File: config.mk
export PLATFORM = sky130hd
export DESIGN_NAME = button_timing_and_quadrature_decoder
export DESIGN_NICKNAME = d
export VERILOG_FILES = /design/src/design/bqd_pkg.sv /design/src/design/bqd_button.sv /design/src/design/bqd_encoder.sv /design/src/design/button_timing_and_quadrature_decoder.sv
export SDC_FILE = /design/constraint.sdc
export NUM_CORES = 1
export LEC_CHECK = 0
export BUFFER_PORTS_ARGS = -buffer_cell sky130_fd_sc_hd__buf_2
export CORE_MARGIN = 8
export CORE_UTILIZATION = 40
export CTS_CLUSTER_SIZE = 8
export DETAILED_ROUTE_END_ITERATION = 8
export PLACE_DENSITY = 0.58
export SYNTH_ARGS = -nofsm -noshare
export SYNTH_HDL_FRONTEND = slang
export SYNTH_HIERARCHICAL = 1
export SYNTH_SLANG_ARGS = --single-unit
File: constraint.sdc
create_clock -name clk -period 5.81 [get_ports clk]
set_input_delay 1.162 -clock clk [delete_from_list [all_inputs] [get_ports clk]]
set_output_delay 1.162 -clock clk [all_outputs]
set_load 0.01 [all_outputs]
File: src/design/bqd_pkg.sv
package bqd_pkg;

	localparam int PIN_BUTTONS = 4;
	localparam logic [2:0] PIN_ENC_A = 3'd4;
	localparam logic [2:0] PIN_ENC_B = 3'd5;
	localparam logic [16:0] FULL_SCALE = 17'h10000;

	localparam logic signed [1:0] DIR_NONE = 2'sb00;
	localparam logic signed [1:0] DIR_UP = 2'sb01;
	localparam logic signed [1:0] DIR_DOWN = 2'sb11;

	typedef enum logic [2:0] {
		CFG_SHORT_PRESS_MS = 3'd0,
		CFG_LONG_HOLD_MS = 3'd1,
		CFG_PRESS_LEVEL_MASK = 3'd2,
		CFG_LINEAR_STEP = 3'd3,
		CFG_STEPS_PER_TURN = 3'd4
	} cfg_index_t;

	typedef struct packed {
		logic [15:0] short_press_ms;
		logic [15:0] long_hold_ms;
		logic [3:0] press_level_mask;
		logic [16:0] linear_step;
		logic [15:0] steps_per_turn;
	} cfg_t;

	// Quadrature transition table, indexed by previous and current A/B bits.
	function automatic logic signed [1:0] quad_dir(input logic [1:0] prev_ab,
			input logic [1:0] cur_ab);
		logic signed [1:0] dir;
		dir = DIR_NONE;
		case ({prev_ab, cur_ab})
			4'b0001, 4'b0111, 4'b1000, 4'b1110: dir = DIR_UP;
			4'b0010, 4'b0100, 4'b1011, 4'b1101: dir = DIR_DOWN;
			default: dir = DIR_NONE;
		endcase
		return dir;
	endfunction

endpackage

File: src/design/bqd_button.sv
module bqd_button #(
	parameter int TIME_BITS = 32,
	parameter int BUTTON_COUNT = 4
) (
	input logic clk,
	input logic arst_n,
	input logic upd,
	input logic [2:0] pin,
	input logic level,
	input logic [TIME_BITS-1:0] now,
	input bqd_pkg::cfg_t cfg,
	output logic short_press,
	output logic long_hold
);

	localparam int BTN_N = (BUTTON_COUNT < bqd_pkg::PIN_BUTTONS) ?
		BUTTON_COUNT : bqd_pkg::PIN_BUTTONS;

	logic [TIME_BITS-1:0] edge_time_q [BTN_N];
	logic [BTN_N-1:0] sel;
	logic [TIME_BITS-1:0] edge_sel;
	logic [TIME_BITS-1:0] held;
	logic press;
	logic short_n;
	logic long_n;

	always_comb begin
		edge_sel = '0;
		for (int i = 0; i < BTN_N; i++) begin
			sel[i] = (pin == 3'(i));
			if (sel[i]) begin
				edge_sel = edge_time_q[i];
			end
		end
		press = (level == cfg.press_level_mask[pin[1:0]]);
		held = now - edge_sel;
		long_n = !press && (held > TIME_BITS'(cfg.long_hold_ms));
		short_n = !press && (held > TIME_BITS'(cfg.short_press_ms))
			&& (held <= TIME_BITS'(cfg.long_hold_ms));
	end

	// The flags of a button depend only on the current event, so only the edge time is kept.
	assign short_press = (|sel) && short_n;
	assign long_hold = (|sel) && long_n;

	always_ff @(posedge clk or negedge arst_n) begin
		if (!arst_n) begin
			for (int i = 0; i < BTN_N; i++) begin
				edge_time_q[i] <= '0;
			end
		end else if (upd) begin
			for (int i = 0; i < BTN_N; i++) begin
				if (sel[i]) begin
					edge_time_q[i] <= now;
				end
			end
		end
	end

endmodule

File: src/design/bqd_encoder.sv
module bqd_encoder (
	input logic clk,
	input logic arst_n,
	input logic upd,
	input logic [2:0] pin,
	input logic level,
	input logic last_in_batch,
	input bqd_pkg::cfg_t cfg,
	output logic signed [1:0] step_direction,
	output logic [16:0] linear_position,
	output logic [15:0] angle_steps
);

	logic [1:0] cur_q;
	logic [1:0] prev_q;
	logic pend_q;
	logic [16:0] lin_q;
	logic [15:0] angle_q;

	logic [1:0] cur_n;
	logic [1:0] prev_n;
	logic pend_n;
	logic run;
	logic signed [1:0] dir;
	logic [17:0] lin_sum;
	logic [16:0] lin_up;
	logic [16:0] lin_down;
	logic [15:0] spt;
	logic [16:0] angle_inc;
	logic [15:0] angle_up;
	logic [15:0] angle_down;

	always_comb begin
		cur_n = cur_q;
		pend_n = pend_q;
		if (pin == bqd_pkg::PIN_ENC_A) begin
			cur_n[0] = level;
			pend_n = 1'b1;
		end else if (pin == bqd_pkg::PIN_ENC_B) begin
			cur_n[1] = level;
			pend_n = 1'b1;
		end
		run = last_in_batch && pend_n;
		prev_n = prev_q;
		dir = bqd_pkg::DIR_NONE;
		if (run) begin
			dir = bqd_pkg::quad_dir(prev_q, cur_n);
			prev_n = cur_n;
			pend_n = 1'b0;
		end

		lin_sum = {1'b0, lin_q} + {1'b0, cfg.linear_step};
		lin_up = (lin_sum > {1'b0, bqd_pkg::FULL_SCALE}) ? bqd_pkg::FULL_SCALE : lin_sum[16:0];
		lin_down = (cfg.linear_step >= lin_q) ? '0 : lin_q - cfg.linear_step;

		spt = (cfg.steps_per_turn == '0) ? 16'd1 : cfg.steps_per_turn;
		angle_inc = {1'b0, angle_q} + 17'd1;
		angle_up = (angle_inc >= {1'b0, spt}) ? '0 : angle_inc[15:0];
		angle_down = (angle_q == '0 || angle_q >= spt) ? spt - 16'd1 : angle_q - 16'd1;

		step_direction = dir;
		linear_position = lin_q;
		angle_steps = angle_q;
		if (dir == bqd_pkg::DIR_UP) begin
			linear_position = lin_up;
			angle_steps = angle_up;
		end else if (dir == bqd_pkg::DIR_DOWN) begin
			linear_position = lin_down;
			angle_steps = angle_down;
		end
	end

	always_ff @(posedge clk or negedge arst_n) begin
		if (!arst_n) begin
			cur_q <= '0;
			prev_q <= '0;
			pend_q <= 1'b0;
			lin_q <= '0;
			angle_q <= '0;
		end else if (upd) begin
			cur_q <= cur_n;
			prev_q <= prev_n;
			pend_q <= pend_n;
			lin_q <= linear_position;
			angle_q <= angle_steps;
		end
	end

endmodule

File: src/design/button_timing_and_quadrature_decoder.sv
// A result passes through the input register and then the result register once its input transaction is accepted.
// Throughput: one transaction per cycle while out_ready is high, set by the input register and result register pair.
// Input is accepted while a finished result waits, as long as the input stage is empty or can move on.
// Reset: arst_n asynchronously clears all button, encoder and handshake state,
// and returns the configuration registers to their default values.
module button_timing_and_quadrature_decoder #(
	parameter int TIME_BITS = 32,
	parameter int BUTTON_COUNT = 4
) (
	input logic clk,
	input logic arst_n,
	input logic in_valid,
	output logic in_ready,
	input logic [2:0] pin,
	input logic level,
	input logic [31:0] timestamp_ms,
	input logic last_in_batch,
	output logic out_valid,
	input logic out_ready,
	output logic [2:0] pin_echo,
	output logic short_press,
	output logic long_hold,
	output logic signed [1:0] step_direction,
	output logic [16:0] linear_position,
	output logic [15:0] angle_steps,
	input logic cfg_valid,
	output logic cfg_ready,
	input logic [2:0] cfg_index,
	input logic [16:0] cfg_data
);

	bqd_pkg::cfg_t cfg_q;

	logic valid_s1;
	logic [2:0] pin_s1;
	logic level_s1;
	logic [31:0] timestamp_s1;
	logic last_s1;
	logic advance;

	logic valid_s2;
	logic [2:0] pin_s2;
	logic short_s2;
	logic long_s2;
	logic signed [1:0] dir_s2;
	logic [16:0] lin_s2;
	logic [15:0] angle_s2;

	logic [TIME_BITS-1:0] now_s1;
	logic btn_short;
	logic btn_long;
	logic signed [1:0] enc_dir;
	logic [16:0] enc_lin;
	logic [15:0] enc_angle;

	assign cfg_ready = 1'b1;

	always_ff @(posedge clk or negedge arst_n) begin
		if (!arst_n) begin
			cfg_q.short_press_ms <= 16'd50;
			cfg_q.long_hold_ms <= 16'd1000;
			cfg_q.press_level_mask <= 4'd0;
			cfg_q.linear_step <= 17'd655;
			cfg_q.steps_per_turn <= 16'd48;
		end else if (cfg_valid && cfg_ready) begin
			case (cfg_index)
				bqd_pkg::CFG_SHORT_PRESS_MS: cfg_q.short_press_ms <= cfg_data[15:0];
				bqd_pkg::CFG_LONG_HOLD_MS: cfg_q.long_hold_ms <= cfg_data[15:0];
				bqd_pkg::CFG_PRESS_LEVEL_MASK: cfg_q.press_level_mask <= cfg_data[3:0];
				bqd_pkg::CFG_LINEAR_STEP: cfg_q.linear_step <= cfg_data;
				bqd_pkg::CFG_STEPS_PER_TURN: cfg_q.steps_per_turn <= cfg_data[15:0];
				default: begin
				end
			endcase
		end
	end

	assign advance = valid_s1 && (!valid_s2 || out_ready);
	assign in_ready = !valid_s1 || advance;

	always_ff @(posedge clk or negedge arst_n) begin
		if (!arst_n) begin
			valid_s1 <= 1'b0;
		end else if (in_ready) begin
			valid_s1 <= in_valid;
		end
	end

	always_ff @(posedge clk) begin
		if (in_valid && in_ready) begin
			pin_s1 <= pin;
			level_s1 <= level;
			timestamp_s1 <= timestamp_ms;
			last_s1 <= last_in_batch;
		end
	end

	assign now_s1 = TIME_BITS'(timestamp_s1);

	bqd_button #(
		.TIME_BITS(TIME_BITS),
		.BUTTON_COUNT(BUTTON_COUNT)
	) u_button (
		.clk(clk),
		.arst_n(arst_n),
		.upd(advance),
		.pin(pin_s1),
		.level(level_s1),
		.now(now_s1),
		.cfg(cfg_q),
		.short_press(btn_short),
		.long_hold(btn_long)
	);

	bqd_encoder u_encoder (
		.clk(clk),
		.arst_n(arst_n),
		.upd(advance),
		.pin(pin_s1),
		.level(level_s1),
		.last_in_batch(last_s1),
		.cfg(cfg_q),
		.step_direction(enc_dir),
		.linear_position(enc_lin),
		.angle_steps(enc_angle)
	);

	always_ff @(posedge clk or negedge arst_n) begin
		if (!arst_n) begin
			valid_s2 <= 1'b0;
		end else if (advance) begin
			valid_s2 <= 1'b1;
		end else if (out_ready) begin
			valid_s2 <= 1'b0;
		end
	end

	always_ff @(posedge clk) begin
		if (advance) begin
			pin_s2 <= pin_s1;
			short_s2 <= btn_short;
			long_s2 <= btn_long;
			dir_s2 <= enc_dir;
			lin_s2 <= enc_lin;
			angle_s2 <= enc_angle;
		end
	end

	assign out_valid = valid_s2;
	assign pin_echo = pin_s2;
	assign short_press = short_s2;
	assign long_hold = long_s2;
	assign step_direction = dir_s2;
	assign linear_position = lin_s2;
	assign angle_steps = angle_s2;

`ifndef SYNTHESIS
	assert property (@(posedge clk) disable iff (!arst_n)
		out_valid |-> linear_position <= bqd_pkg::FULL_SCALE)
		else $error("Linear position above full scale.");

	assert property (@(posedge clk) disable iff (!arst_n)
		out_valid |-> !(short_press && long_hold))
		else $error("Short press and long hold reported together.");

	assert property (@(posedge clk) disable iff (!arst_n)
		out_valid && pin_echo >= 3'd4 |-> !short_press && !long_hold)
		else $error("Button flags set for a non-button pin.");

	assert property (@(posedge clk) disable iff (!arst_n)
		out_valid && step_direction != bqd_pkg::DIR_NONE |-> pin_echo <= 3'd7
			&& step_direction != 2'sb10)
		else $error("Invalid step direction code.");
`endif

endmodule

==> Word-level counts from Yosys, hierarchy flattened <==
Memory sizes are Yosys's and may differ from the RTL's.
Cells that the tools add are included.
{ "totals": {"n_memories": 1, "wordCells": 107, "romBits": 32, "out_inout_bits": 43, "input_bits": 62, "register_bits": 314} }
{ "mem_list": {"columns": ["name", "words", "word_bits", "rd", "rd_ports_with_merged_regs", "write_ports", "line_no", "source"], "rows": [
  ["(name not given)", 16, 2, 1, 0, 0, "bqd_pkg.sv:33", "case ({prev_ab, cur_ab})"]
]} }
{ "op_classes": {"eq_ne": 12, "add_sub_neg": 6, "n_reduce_logical": 30, "order_cmp": 8, "mux": 24} }
{ "op_table": {"columns": ["op", "count"], "rows": [
  ["32-bit two-way mux", 4],
  ["16-bit two-way mux", 5],
  ["17-bit two-way mux", 4],
  ["32-bit by 16-bit greater-than comparator with 1-bit output", 2],
  ["32-bit by 16-bit less-or-equal comparator with 1-bit output", 1],
  ["16-bit logical NOT", 2],
  ["16-bit by 1-bit subtractor with 16-bit output, second input constant", 2],
  ["32-bit subtractor", 1],
  ["2-bit AND reduction", 10],
  ["17-bit by 17-bit adder with 18-bit output", 1],
  ["18-bit by 17-bit greater-than comparator with 1-bit output, second input constant", 1],
  ["16-bit by 1-bit adder with 17-bit output, second input constant", 1],
  ["17-bit by 16-bit greater-or-equal comparator with 1-bit output", 1],
  ["17-bit greater-or-equal comparator", 1],
  ["17-bit subtractor", 1],
  ["16-bit greater-or-equal comparator", 1],
  ["3-bit by 2-bit == test with 1-bit output, second input constant", 4],
  ["3-bit == test, second input constant", 3],
  ["1-bit two-way mux", 9],
  ["1-bit logical AND", 8],
  ["3-bit by 1-bit == test with 1-bit output, second input constant", 2],
  ["3-bit logical NOT", 2],
  ["4-bit OR reduction", 1],
  ["1-bit logical NOT", 3],
  ["8 further kinds", 10]
]} }

==> Logic depth before layout (Yosys ltp) <==
Gate-level depths: netlist of run 1.
{ "depth": {"ltp_word": 10, "ltp_mapped": 23, "mapped_depth_nobuf": 21} }

==> Modules after synthesis <==
The synthesis of run 1 kept the hierarchy.
{ "by_module_without_submodules": {"columns": ["mod", "seq_area_each_um2", "cells_per_inst", "area_each_um2", "n_inst"], "rows": [
  ["bqd_button", 3203.1, 757, 8567.0, 1],
  ["bqd_encoder", 950.9, 817, 6175.9, 1],
  ["button_timing_and_quadrature_decoder", 4110.2, 236, 5078.6, 1]
]} }

==> Least setup slack after synthesis of run 1 <==
Ideal clock, no wire load.
{ "synth_path": {"path_type": "flip-flop to flip-flop", "from": "reg pin_s1[0]", "to": "reg long_s2 (netlist: long_hold), data pin", "setup_slack_ns": 0.331, "setup_ns": 0.263, "t_arrival_ns": 5.216, "stages_incl_launch_ff": 20, "n_path_buf": 2, "period_less_slack_ns": 5.479, "required_ns": 5.547, "cell_sequence": "edfxtp_1 buf_1 buf_1 mux4_2 nor2b_1 ha_1 fa_1 nand2b_1 a21oi_1 nor2_1 o21ai_0 xor2_1 ha_1 nand4_1 or4_1 a211oi_1 nand4_1 a2111oi_0 nand4_1 nor3b_2"} }
{ "synth_via": {"elab_chain_len": 9, "elab_cells_between_ends": 17, "classes_between": "add/sub (1); order compare (1); eq/ne (4); mux (6); reduce/logical (5)"} }
{ "synth_lines": {"columns": ["element", "line_no", "source"], "rows": [
  ["from (decl)", "button_timing_and_quadrature_decoder.sv:35", "logic [2:0] pin_s1;"],
  ["from (signal assigned)", "button_timing_and_quadrature_decoder.sv:91", "pin_s1 <= pin;"],
  ["3-bit logical NOT", "bqd_button.sv:30", "sel[i] = (pin == 3'(i));"],
  ["32-bit two-way mux (4 in a row)", "bqd_button.sv:31", "if (sel[i]) begin"],
  ["32-bit subtractor", "bqd_button.sv:36", "held = now - edge_sel;"],
  ["32-bit by 16-bit greater-than comparator with 1-bit output", "bqd_button.sv:37", "long_n = !press && (held > TIME_BITS'(cfg.long_hold_ms));"],
  ["1-bit logical AND", "bqd_button.sv:37", null],
  ["1-bit logical AND *", "bqd_button.sv:44", "assign long_hold = (|sel) && long_n;"],
  ["via btn_long", "button_timing_and_quadrature_decoder.sv:51", "logic btn_long;"],
  ["to (signal assigned)", "button_timing_and_quadrature_decoder.sv:142", "long_s2 <= btn_long;"],
  ["to (decl)", "button_timing_and_quadrature_decoder.sv:44", "logic long_s2;"]
]} }
The timed path passes the listed nets; every way through them passes the cells marked *. The select of a mux whose other input is x is not followed.
A chain may end at the register's enable or synchronous reset.

==> Final worst setup path of run 1 <==
Same ends and word-level chain as after synthesis.

==> results by group, run 1 <==
Setup path
  • WP data arrival: 5720 ps
  • Critical Path Sink Type: register
  • Cells along the critical path: buf_12 > mux4_2 > nor2b_1 > ha_1 > nor2b_1 > o211ai_1 > a2111oi_0 > nor2_1 > xnor2_1 > ha_1 > nand4_1 > or4_1 > a211oi_2 > nand4_1 > a2111oi_1 > nand4_1 > nor3b_2
  • CP max stage cell: a2111oi_0
  • Most frequent cell on the critical path: nand4_1
  • Critical path peak fanout: 20
  • Type of origin of the critical path: register
  • Crit Path Category: reg -> reg
  • Largest stage delay on the critical path: 790 ps
  • Crit path required time: 6120 ps

Power
  • VDD IR max: 230 uV
  • Pwr/cell area: 463 nW/um2
  • P_int: 6.34 mW
  • Switching fraction of total power: 38.6%
  • NetSw: 3.99 mW
  • Clock share of power: 23.8%
  • Flop pwr share: 32.8%
  • Leakage: 9.38 nW
  • Comb pwr share: 43.4%

Die
  • Chip Width: 239 um
  • Core ar.: 49000 um2
  • Die Ht: 239 um
  • Die area: 56900 um2
  • Initial Utilization: 40.5%
  • Row count: 81
  • I/O pin cnt: 105

Synth
  • Distinct cells, synth: 111
  • Post-Syn Instances: 1810
  • Post-synthesis sequential area ratio: 41.7%
  • Post-synth EDFFs: 77
  • Synthesized net count: 2011
  • Post-Synthesis Mean Instance Area: 11.0 um2
  • Yosys warns: 6
  • Post-synthesis cell area: 19800 um2
  • Top_reg_cell synth: dfrtp_1
  • Post-synthesis register bit count: 314
  • FFs w/ async S/R, synth: 75.5%

Timing
  • Min Clock Period, post-route: 5410 ps
  • Final Hold Fails: 0
  • Post-Route Setup TNS: 0 ps
  • RSZ-0062 raised after global routing: false
  • Hold_ws: 470 ps
  • Worst Skew: 26.9 ps
  • Worst rel slew slack: 30.5%
  • Pins Over Slew Limit: 0
  • Endpoints failing setup: 0
  • Slew of the pin with the lowest slew margin: 1040 ps
  • Fmax: 185 MHz
  • Final worst-path cycle share: 93.1%

GRT
  • Initial antenna violation count: 3
  • GRT Total Usage: 18.7%
  • First-pass GRT wire length: 85000 um
  • Largest net degree at the start of global routing: 126
  • Vias in the first global route: 14921
  • Gr ovfl total: 0

CTS
  • CTS Sinks: 314
  • Clock Tree Root: clkbuf_16
  • Latest clock arrival within the worst-skew pair: 590 ps
  • H-tree depth: 2
  • # Post-CTS Setup Buffers: 0
  • Clock Pin Slew Worst Setup and Hold Paths: 50 ps
  • CTS tree: yes
  • Clk buf depth: 3
  • Num CTS Buffers: 45

Drt
  • DR vias: 14498
  • Remaining antenna violation count after routing: 0
  • Drt via density: 5.57
  • Post-Route WL: 53900 um
  • Detailed Route Iter0 Violations: 900
  • DR WL/cell: 20.7 um
  • DRT Pass-1 Iters: 5
  • DRC: 0

Worst hold path
  • Hold WC Path Type: reg -> reg

Placement
  • Dpl hpwl: 38900 um
  • GP Congestion: 0.925
  • IO Port Bufs: 103

Flow run
  • Max-Cap Viols: 0

Final layout
  • Area growth, synth to finish: 12.6%
  • Commonest non-fill, non-tap cell in the layout: dfrtp_1
  • Commonest cells after routing, fill and taps aside: 220 x dfrtp_1, 201 x mux2_2, 136 x ha_1
  • Fraction of final layout cells sized beyond drive strength 1: 25.4%
  • Final nets: 2107

Run status
  • Status: completed
-- cell usage after synthesis, drive strengths merged (6+ instances only) --
library cell | instances | area share, %
nor3 | 29 | 0.76
buf | 42 | 1.4
a211oi | 14 | 0.53
mux2i | 14 | 0.71
o21bai | 9 | 0.45
nand2 | 109 | 2.1
mux2 | 202 | 11
nor2 | 97 | 1.8
ha | 136 | 8.6
dfrtp | 220 | 28
inv | 100 | 1.9
nand4 | 29 | 0.92
or3 | 8 | 0.26
nor2b | 18 | 0.57
xnor2 | 49 | 2.2
clkbuf | 44 | 0.93
nand4b | 6 | 0.30
a31oi | 16 | 0.51
o211ai | 19 | 0.72
nor3b | 8 | 0.35
dfstp | 17 | 2.3
a21oi | 89 | 2.2
a22oi | 11 | 0.42
o31ai | 10 | 0.43
o21ai | 80 | 2.0
o21a | 16 | 0.61
nor4 | 16 | 0.66
nand2b | 46 | 1.5
a211o | 8 | 0.36
and2 | 6 | 0.20
a21o | 42 | 1.6
a32oi | 6 | 0.27
mux4 | 33 | 3.7
a22o | 9 | 0.40
and3 | 13 | 0.45
nand3 | 44 | 1.1
xor2 | 18 | 0.80
a221oi | 6 | 0.27
edfxtp | 77 | 12
-- worst max-delay path, delay by kind of cell, from the launching register on --
kind / cells / cell delay (ps)
compound gates: 4 / 1660
xor+xnor: 1 / 200
fa+ha+maj: 2 / 550
buf+inv: 1 / 220
flops: 1 / 410
mux: 1 / 500
simple gates: 8 / 1610
-- what timing repair did --
item                       CTS  global route
gates resized for setup      0             3
setup endpoints to repair    0             2
hold buffers                 0             0
-- power groups by stage --
stage / clock [mW] / sequential [mW] / combinational (mW)
6_report: 2.46 / 3.39 / 4.48
5_1_grt: 2.62 / 3.47 / 4.95
4_1_cts: 2.54 / 3.39 / 4.47
3_5_place_dp: 0 / 3.42 / 4.43
3_3_place_gp: 0 / 3.40 / 4.37
2_1_floorplan: 0 / 3.24 / 3.43
-- per-layer routing --
metal,track usage [%],share of wire [%]
met4,6.16,2.6
met2,31.1,47
met3,3.41,4.7
met1,24.4,45
met5,0,0.024
-- cell type report --
| class | instances | area (um2) |
|---|---|---|
| Clock inverter | 2 | 36.3 |
| Sequential cell | 314 | 8260 |
| Fill cell | 4592 | 26600 |
| Clock buffer | 78 | 1270 |
| Multi-Input combinational cell | 1307 | 10700 |
| Inverter | 102 | 383 |
| Antenna cell | 1 | 2.50 |
| Timing Repair Buffer | 136 | 798 |
| Tap cell | 664 | 831 |
-- cell families (layout without fill, tap and decap cells) --
logic type	after synthesis	after routing	share of synthesized area (%)
buf+inv	189	318	4.30
flops	314	314	41.7
fa+ha+maj	139	139	8.89
mux	249	249	16.0
simple gates	455	455	12.3
other cells	1	2	0.0189
xor+xnor	68	68	3.12
compound gates	395	395	13.8
-- through the flow --
| step | cells | worst slack (ps) | power (mW) | cell area (um2) | utilization [%] |
|---|---|---|---|---|---|
| finish | 2604 | 399 | 10.3 | 22300 | 45.6 |
| global placement | 2523 | 467 | 7.77 | 21000 | 42.9 |
| global route | 2603 | 24.3 | 11.0 | 22300 | 45.6 |
| floorplan | 1810 | 331 | 6.67 | 19800 | - |
| CTS | 2603 | 243 | 10.4 | 22300 | 45.6 |
| detailed placement | 2523 | 305 | 7.86 | 21000 | 42.9 |
-- sequential cells by signal, indices dropped and copies added, names as in the netlist --
name	cells
linear_position	17
u_button/edge_time_q	128
u_encoder/lin_q	17
last_s1	1
out_valid	1
valid_s1	1
u_encoder/angle_q	16
step_direction	2
u_encoder/cur_q	2
cfg_q	69
short_press	1
now_s1	32
pin_s1	3
pin_echo	3
level_s1	1
u_encoder/prev_q	2
angle_steps	16
u_encoder/pend_q	1
long_hold	1
-- path summary, 6_finish.rpt --
kind	start	to	slack (ps)	depth (start not counted)
max reg2reg	pin_s1[0]$_DFFE_PP_	long_hold$_DFFE_PP_	400	17
min	valid_s1$_DFFE_PN0P_	out_valid$_DFFE_PN0P_	470	1
min in group asynchronous	arst_n	u_encoder/lin_q[8]$_DFFE_PN0P_	700	1
max	pin_s1[0]$_DFFE_PP_	long_hold$_DFFE_PP_	400	17
max in group asynchronous	arst_n	u_button/edge_time_q[90]$_DFFE_PN0P_	3940	2
min reg2reg	valid_s1$_DFFE_PN0P_	out_valid$_DFFE_PN0P_	470	1
(Power assumes the default switching activity.)
==> run 2: changes to the inputs <==
--- a/config.mk
+++ b/config.mk
@@ -11,6 +11,7 @@
 export CTS_CLUSTER_SIZE = 8
 export DETAILED_ROUTE_END_ITERATION = 8
 export PLACE_DENSITY = 0.58
+export SETUP_SLACK_MARGIN = 0.4
 export SYNTH_ARGS = -nofsm -noshare
 export SYNTH_HDL_FRONTEND = slang
 export SYNTH_HIERARCHICAL = 1
==> run 2 against run 1 <==
  * Worst hold slack improved by 15 ps
  * Maximum frequency is 4.4% higher
  * First-iteration DRC count down 4.9%
  * Total power is 0.32% higher
  * Sequential power about the same
  * Clock skew decreased by 10 ps
  * Non-clock buffer count increased by 6
  * Critical path type unchanged
  * Critical endpoint unchanged
  * Largest power group unchanged
==> results by group, run 2 (synthesis results as in run 1) <==
Run status
  • Status: completed

Drt
  • Remaining antenna violation count after routing: 0 (unchanged)
  • DRT Pass-1 Iters: 5 (unchanged)
  • Post-Route WL: 53900 um (about the same)
  • DR WL/cell: 20.7 um (about the same)
  • Detailed Route Iter0 Violations: 856 (-4.9%)
  • Drt via density: 5.59 (+0.48%)
  • DRC: 0 (unchanged)
  • DR vias: 14584 (+0.59%)

Die
  • I/O pin cnt: 105 (unchanged)
  • Row count: 81 (unchanged)
  • Core ar.: 49000 um2 (unchanged)
  • Chip Width: 239 um (unchanged)
  • Die area: 56900 um2 (unchanged)
  • Initial Utilization: 40.5% (unchanged)
  • Die Ht: 239 um (unchanged)

Setup path
  • Critical path peak fanout: 5 (-75%)
  • Crit path required time: 6120 ps (about the same)
  • Type of origin of the critical path: register
  • WP data arrival: 5500 ps (-220 ps)
  • Cells along the critical path: buf_4 > mux4_2 > nand2b_1 > ha_1 > and2_1 > a221oi_4 > and2_4 > o21a_1 > o21bai_1 > a21oi_1 > xnor2_2 > ha_1 > a21o_1 > a21o_1 > a221oi_1 > o211ai_1 > a211oi_2 > nand4_1 > a2111oi_2 > nand4_1 > nor3b_2
  • Critical Path Sink Type: register
  • CP max stage cell: mux4_2
  • WP buf/inv: 1 (unchanged)
  • Crit Path Category: reg -> reg
  • Largest stage delay on the critical path: 500 ps (-290 ps)
  • Delay-heaviest family, CP: compound AO/OA/AOI/OAI gates

CTS
  • CTS Sinks: 314 (unchanged)
  • Clk buf depth: 3 (unchanged)
  • Latest clock arrival within the worst-skew pair: 570 ps (-20 ps)
  • H-tree depth: 2 (unchanged)
  • Num CTS Buffers: 45 (unchanged)
  • Clock Pin Slew Worst Setup and Hold Paths: 60 ps (about the same)
  • # hold bufs at CTS: 0 (unchanged)
  • CTS tree: yes
  • Clock Tree Root: clkbuf_16

GRT
  • Vias in the first global route: 15118 (+1.3%)
  • Initial antenna violation count: 4 (+1)
  • First-pass GRT wire length: 85900 um (+1.0%)
  • Largest net degree at the start of global routing: 90 (-29%)
  • Gr ovfl total: 0 (unchanged)
  • GRT Total Usage: 18.8% (+0.089 points)

Final layout
  • Fraction of final layout cells sized beyond drive strength 1: 26.3% (+0.87 points)
  • Area growth, synth to finish: 13.2%
  • # fillers: 4531 (-1.3%)
  • Final nets: 2113 (+0.28%)
  • Commonest cells after routing, fill and taps aside: 220 x dfrtp_1, 201 x mux2_2, 136 x ha_1
  • Max reg flops: 128 (unchanged)
  • Inserted Diodes: 0 (-1)
  • Largest Register: u_button/edge_time_q
  • Commonest non-fill, non-tap cell in the layout: dfrtp_1

Timing
  • RSZ-0062 raised after global routing: true
  • Slew of the pin with the lowest slew margin: 1010 ps (-36.4 ps)
  • Fmax: 193 MHz (+4.4%)
  • Endpoints failing setup: 0 (unchanged)
  • Final Hold Fails: 0 (unchanged)
  • Worst Skew: 16.7 ps (-10.2 ps)
  • Pins Over Slew Limit: 0 (unchanged)
  • Final worst-path cycle share: 89.2% (-3.9 points)
  • Post-Route Setup TNS: 0 ps (unchanged)
  • Worst rel slew slack: 33.0% (+2.4 points)
  • Min Clock Period, post-route: 5180 ps (-227 ps)

Power
  • VDD IR max: 314 uV (+37%)
  • Leakage: 9.44 nW (+0.57%)
  • PnR Total Power: 10.4 mW (+0.32%)
  • NetSw: 4.00 mW (+0.14%)
  • Comb pwr share: 43.6% (+0.2 points)
  • Pwr/cell area: 462 nW/um2 (-0.20%)
  • Flop pwr share: 32.7% (about the same)
  • P_int: 6.37 mW (+0.43%)
  • Switching fraction of total power: 38.5% (-0.069 points)
  • Clock share of power: 23.6% (-0.2 points)

Placement
  • Dpl hpwl: 39200 um (+0.74%)
  • IO Port Bufs: 103 (unchanged)
  • GP Congestion: 0.892 (-3.6%)

Flow run
  • Max-Cap Viols: 0 (unchanged)

Worst hold path
  • Hold WC Path Type: reg -> reg
## run 2: layout make-up
| type | instances | area (um2) | area share (%) |
|---|---|---|---|
| timing repair buffer | 142 | 856 | 3.81 |
| inverter | 102 | 383 | 1.71 |
| clock inverter | 3 | 41.3 | 0.184 |
| tap | 664 | 831 | 3.70 |
| multi-input combinational | 1307 | 10800 | 48.1 |
| sequential | 314 | 8260 | 36.8 |
| clock buffer | 75 | 1270 | 5.66 |
## run 2: metrics by stage
| step | setup slack, ps | hold slack (ps) | utilization [%] | std cells | area, um2 |
|---|---|---|---|---|---|
| 2_1_floorplan | 490 | 437 | - | 1810 | 19800 |
| 3_3_place_gp | 453 | 470 | 42.9 | 2524 | 21000 |
| 3_5_place_dp | 169 | 474 | 42.9 | 2524 | 21000 |
| 4_1_cts | 416 | 485 | 45.6 | 2603 | 22300 |
| 5_1_grt | 338 | 507 | 45.8 | 2607 | 22400 |
| 6_report | 626 | 486 | 45.8 | 2607 | 22400 |
## run 2: worst paths after layout
path / cells past startpoint / slack (ps) / startpoint / to
min in group asynchronous: 1 / 610 / arst_n / u_button/edge_time_q[96]$_DFFE_PN0P_
worst min register to register: 2 / 490 / u_button/edge_time_q[0]$_DFFE_PN0P_ / u_button/edge_time_q[0]$_DFFE_PN0P_
worst max-delay path: 21 / 630 / pin_s1[0]$_DFFE_PP_ / long_hold$_DFFE_PP_
worst max register to register: 21 / 630 / pin_s1[0]$_DFFE_PP_ / long_hold$_DFFE_PP_
max in group asynchronous: 2 / 3990 / arst_n / u_button/edge_time_q[115]$_DFFE_PN0P_
worst min-delay path: 2 / 490 / u_button/edge_time_q[0]$_DFFE_PN0P_ / u_button/edge_time_q[0]$_DFFE_PN0P_
## run 2: power groups by stage
| stage | clock network, mW | registers, mW | logic (mW) |
|---|---|---|---|
| 6_report | 2.45 | 3.39 | 4.52 |
| 5_1_grt | 2.62 | 3.47 | 5.03 |
| 4_1_cts | 2.54 | 3.39 | 4.48 |
| 3_5_place_dp | 0 | 3.43 | 4.45 |
| 3_3_place_gp | 0 | 3.40 | 4.38 |
| 2_1_floorplan | 0 | 3.24 | 3.43 |
## run 2: tightest hold or removal path, delay by kind of cell (launching register included)
kind	cells	cell delay [ps]
DFF	1	340
and+or+nand+nor	1	40
AOI/OAI and AO/OA	1	70
## run 2: what timing repair did
| item | in CTS | in global routing |
|---|---|---|
| buffers inserted | 1 | 4 |
| pin swaps | 0 | 1 |
| resized for setup | 3 | 13 |
| endpoints found under the setup margin | 2 | 36 |
| gates cloned | 0 | 0 |
## run 2: layer usage
| metal | share of wire (%) | wire length (um) | GRT usage (%) |
|---|---|---|---|
| met5 | 0.024 | 13 | 0 |
| met4 | 2.9 | 1540 | 5.75 |
| met3 | 4.8 | 2600 | 3.03 |
| met2 | 48 | 25900 | 32.2 |
| met1 | 44 | 23900 | 24.2 |
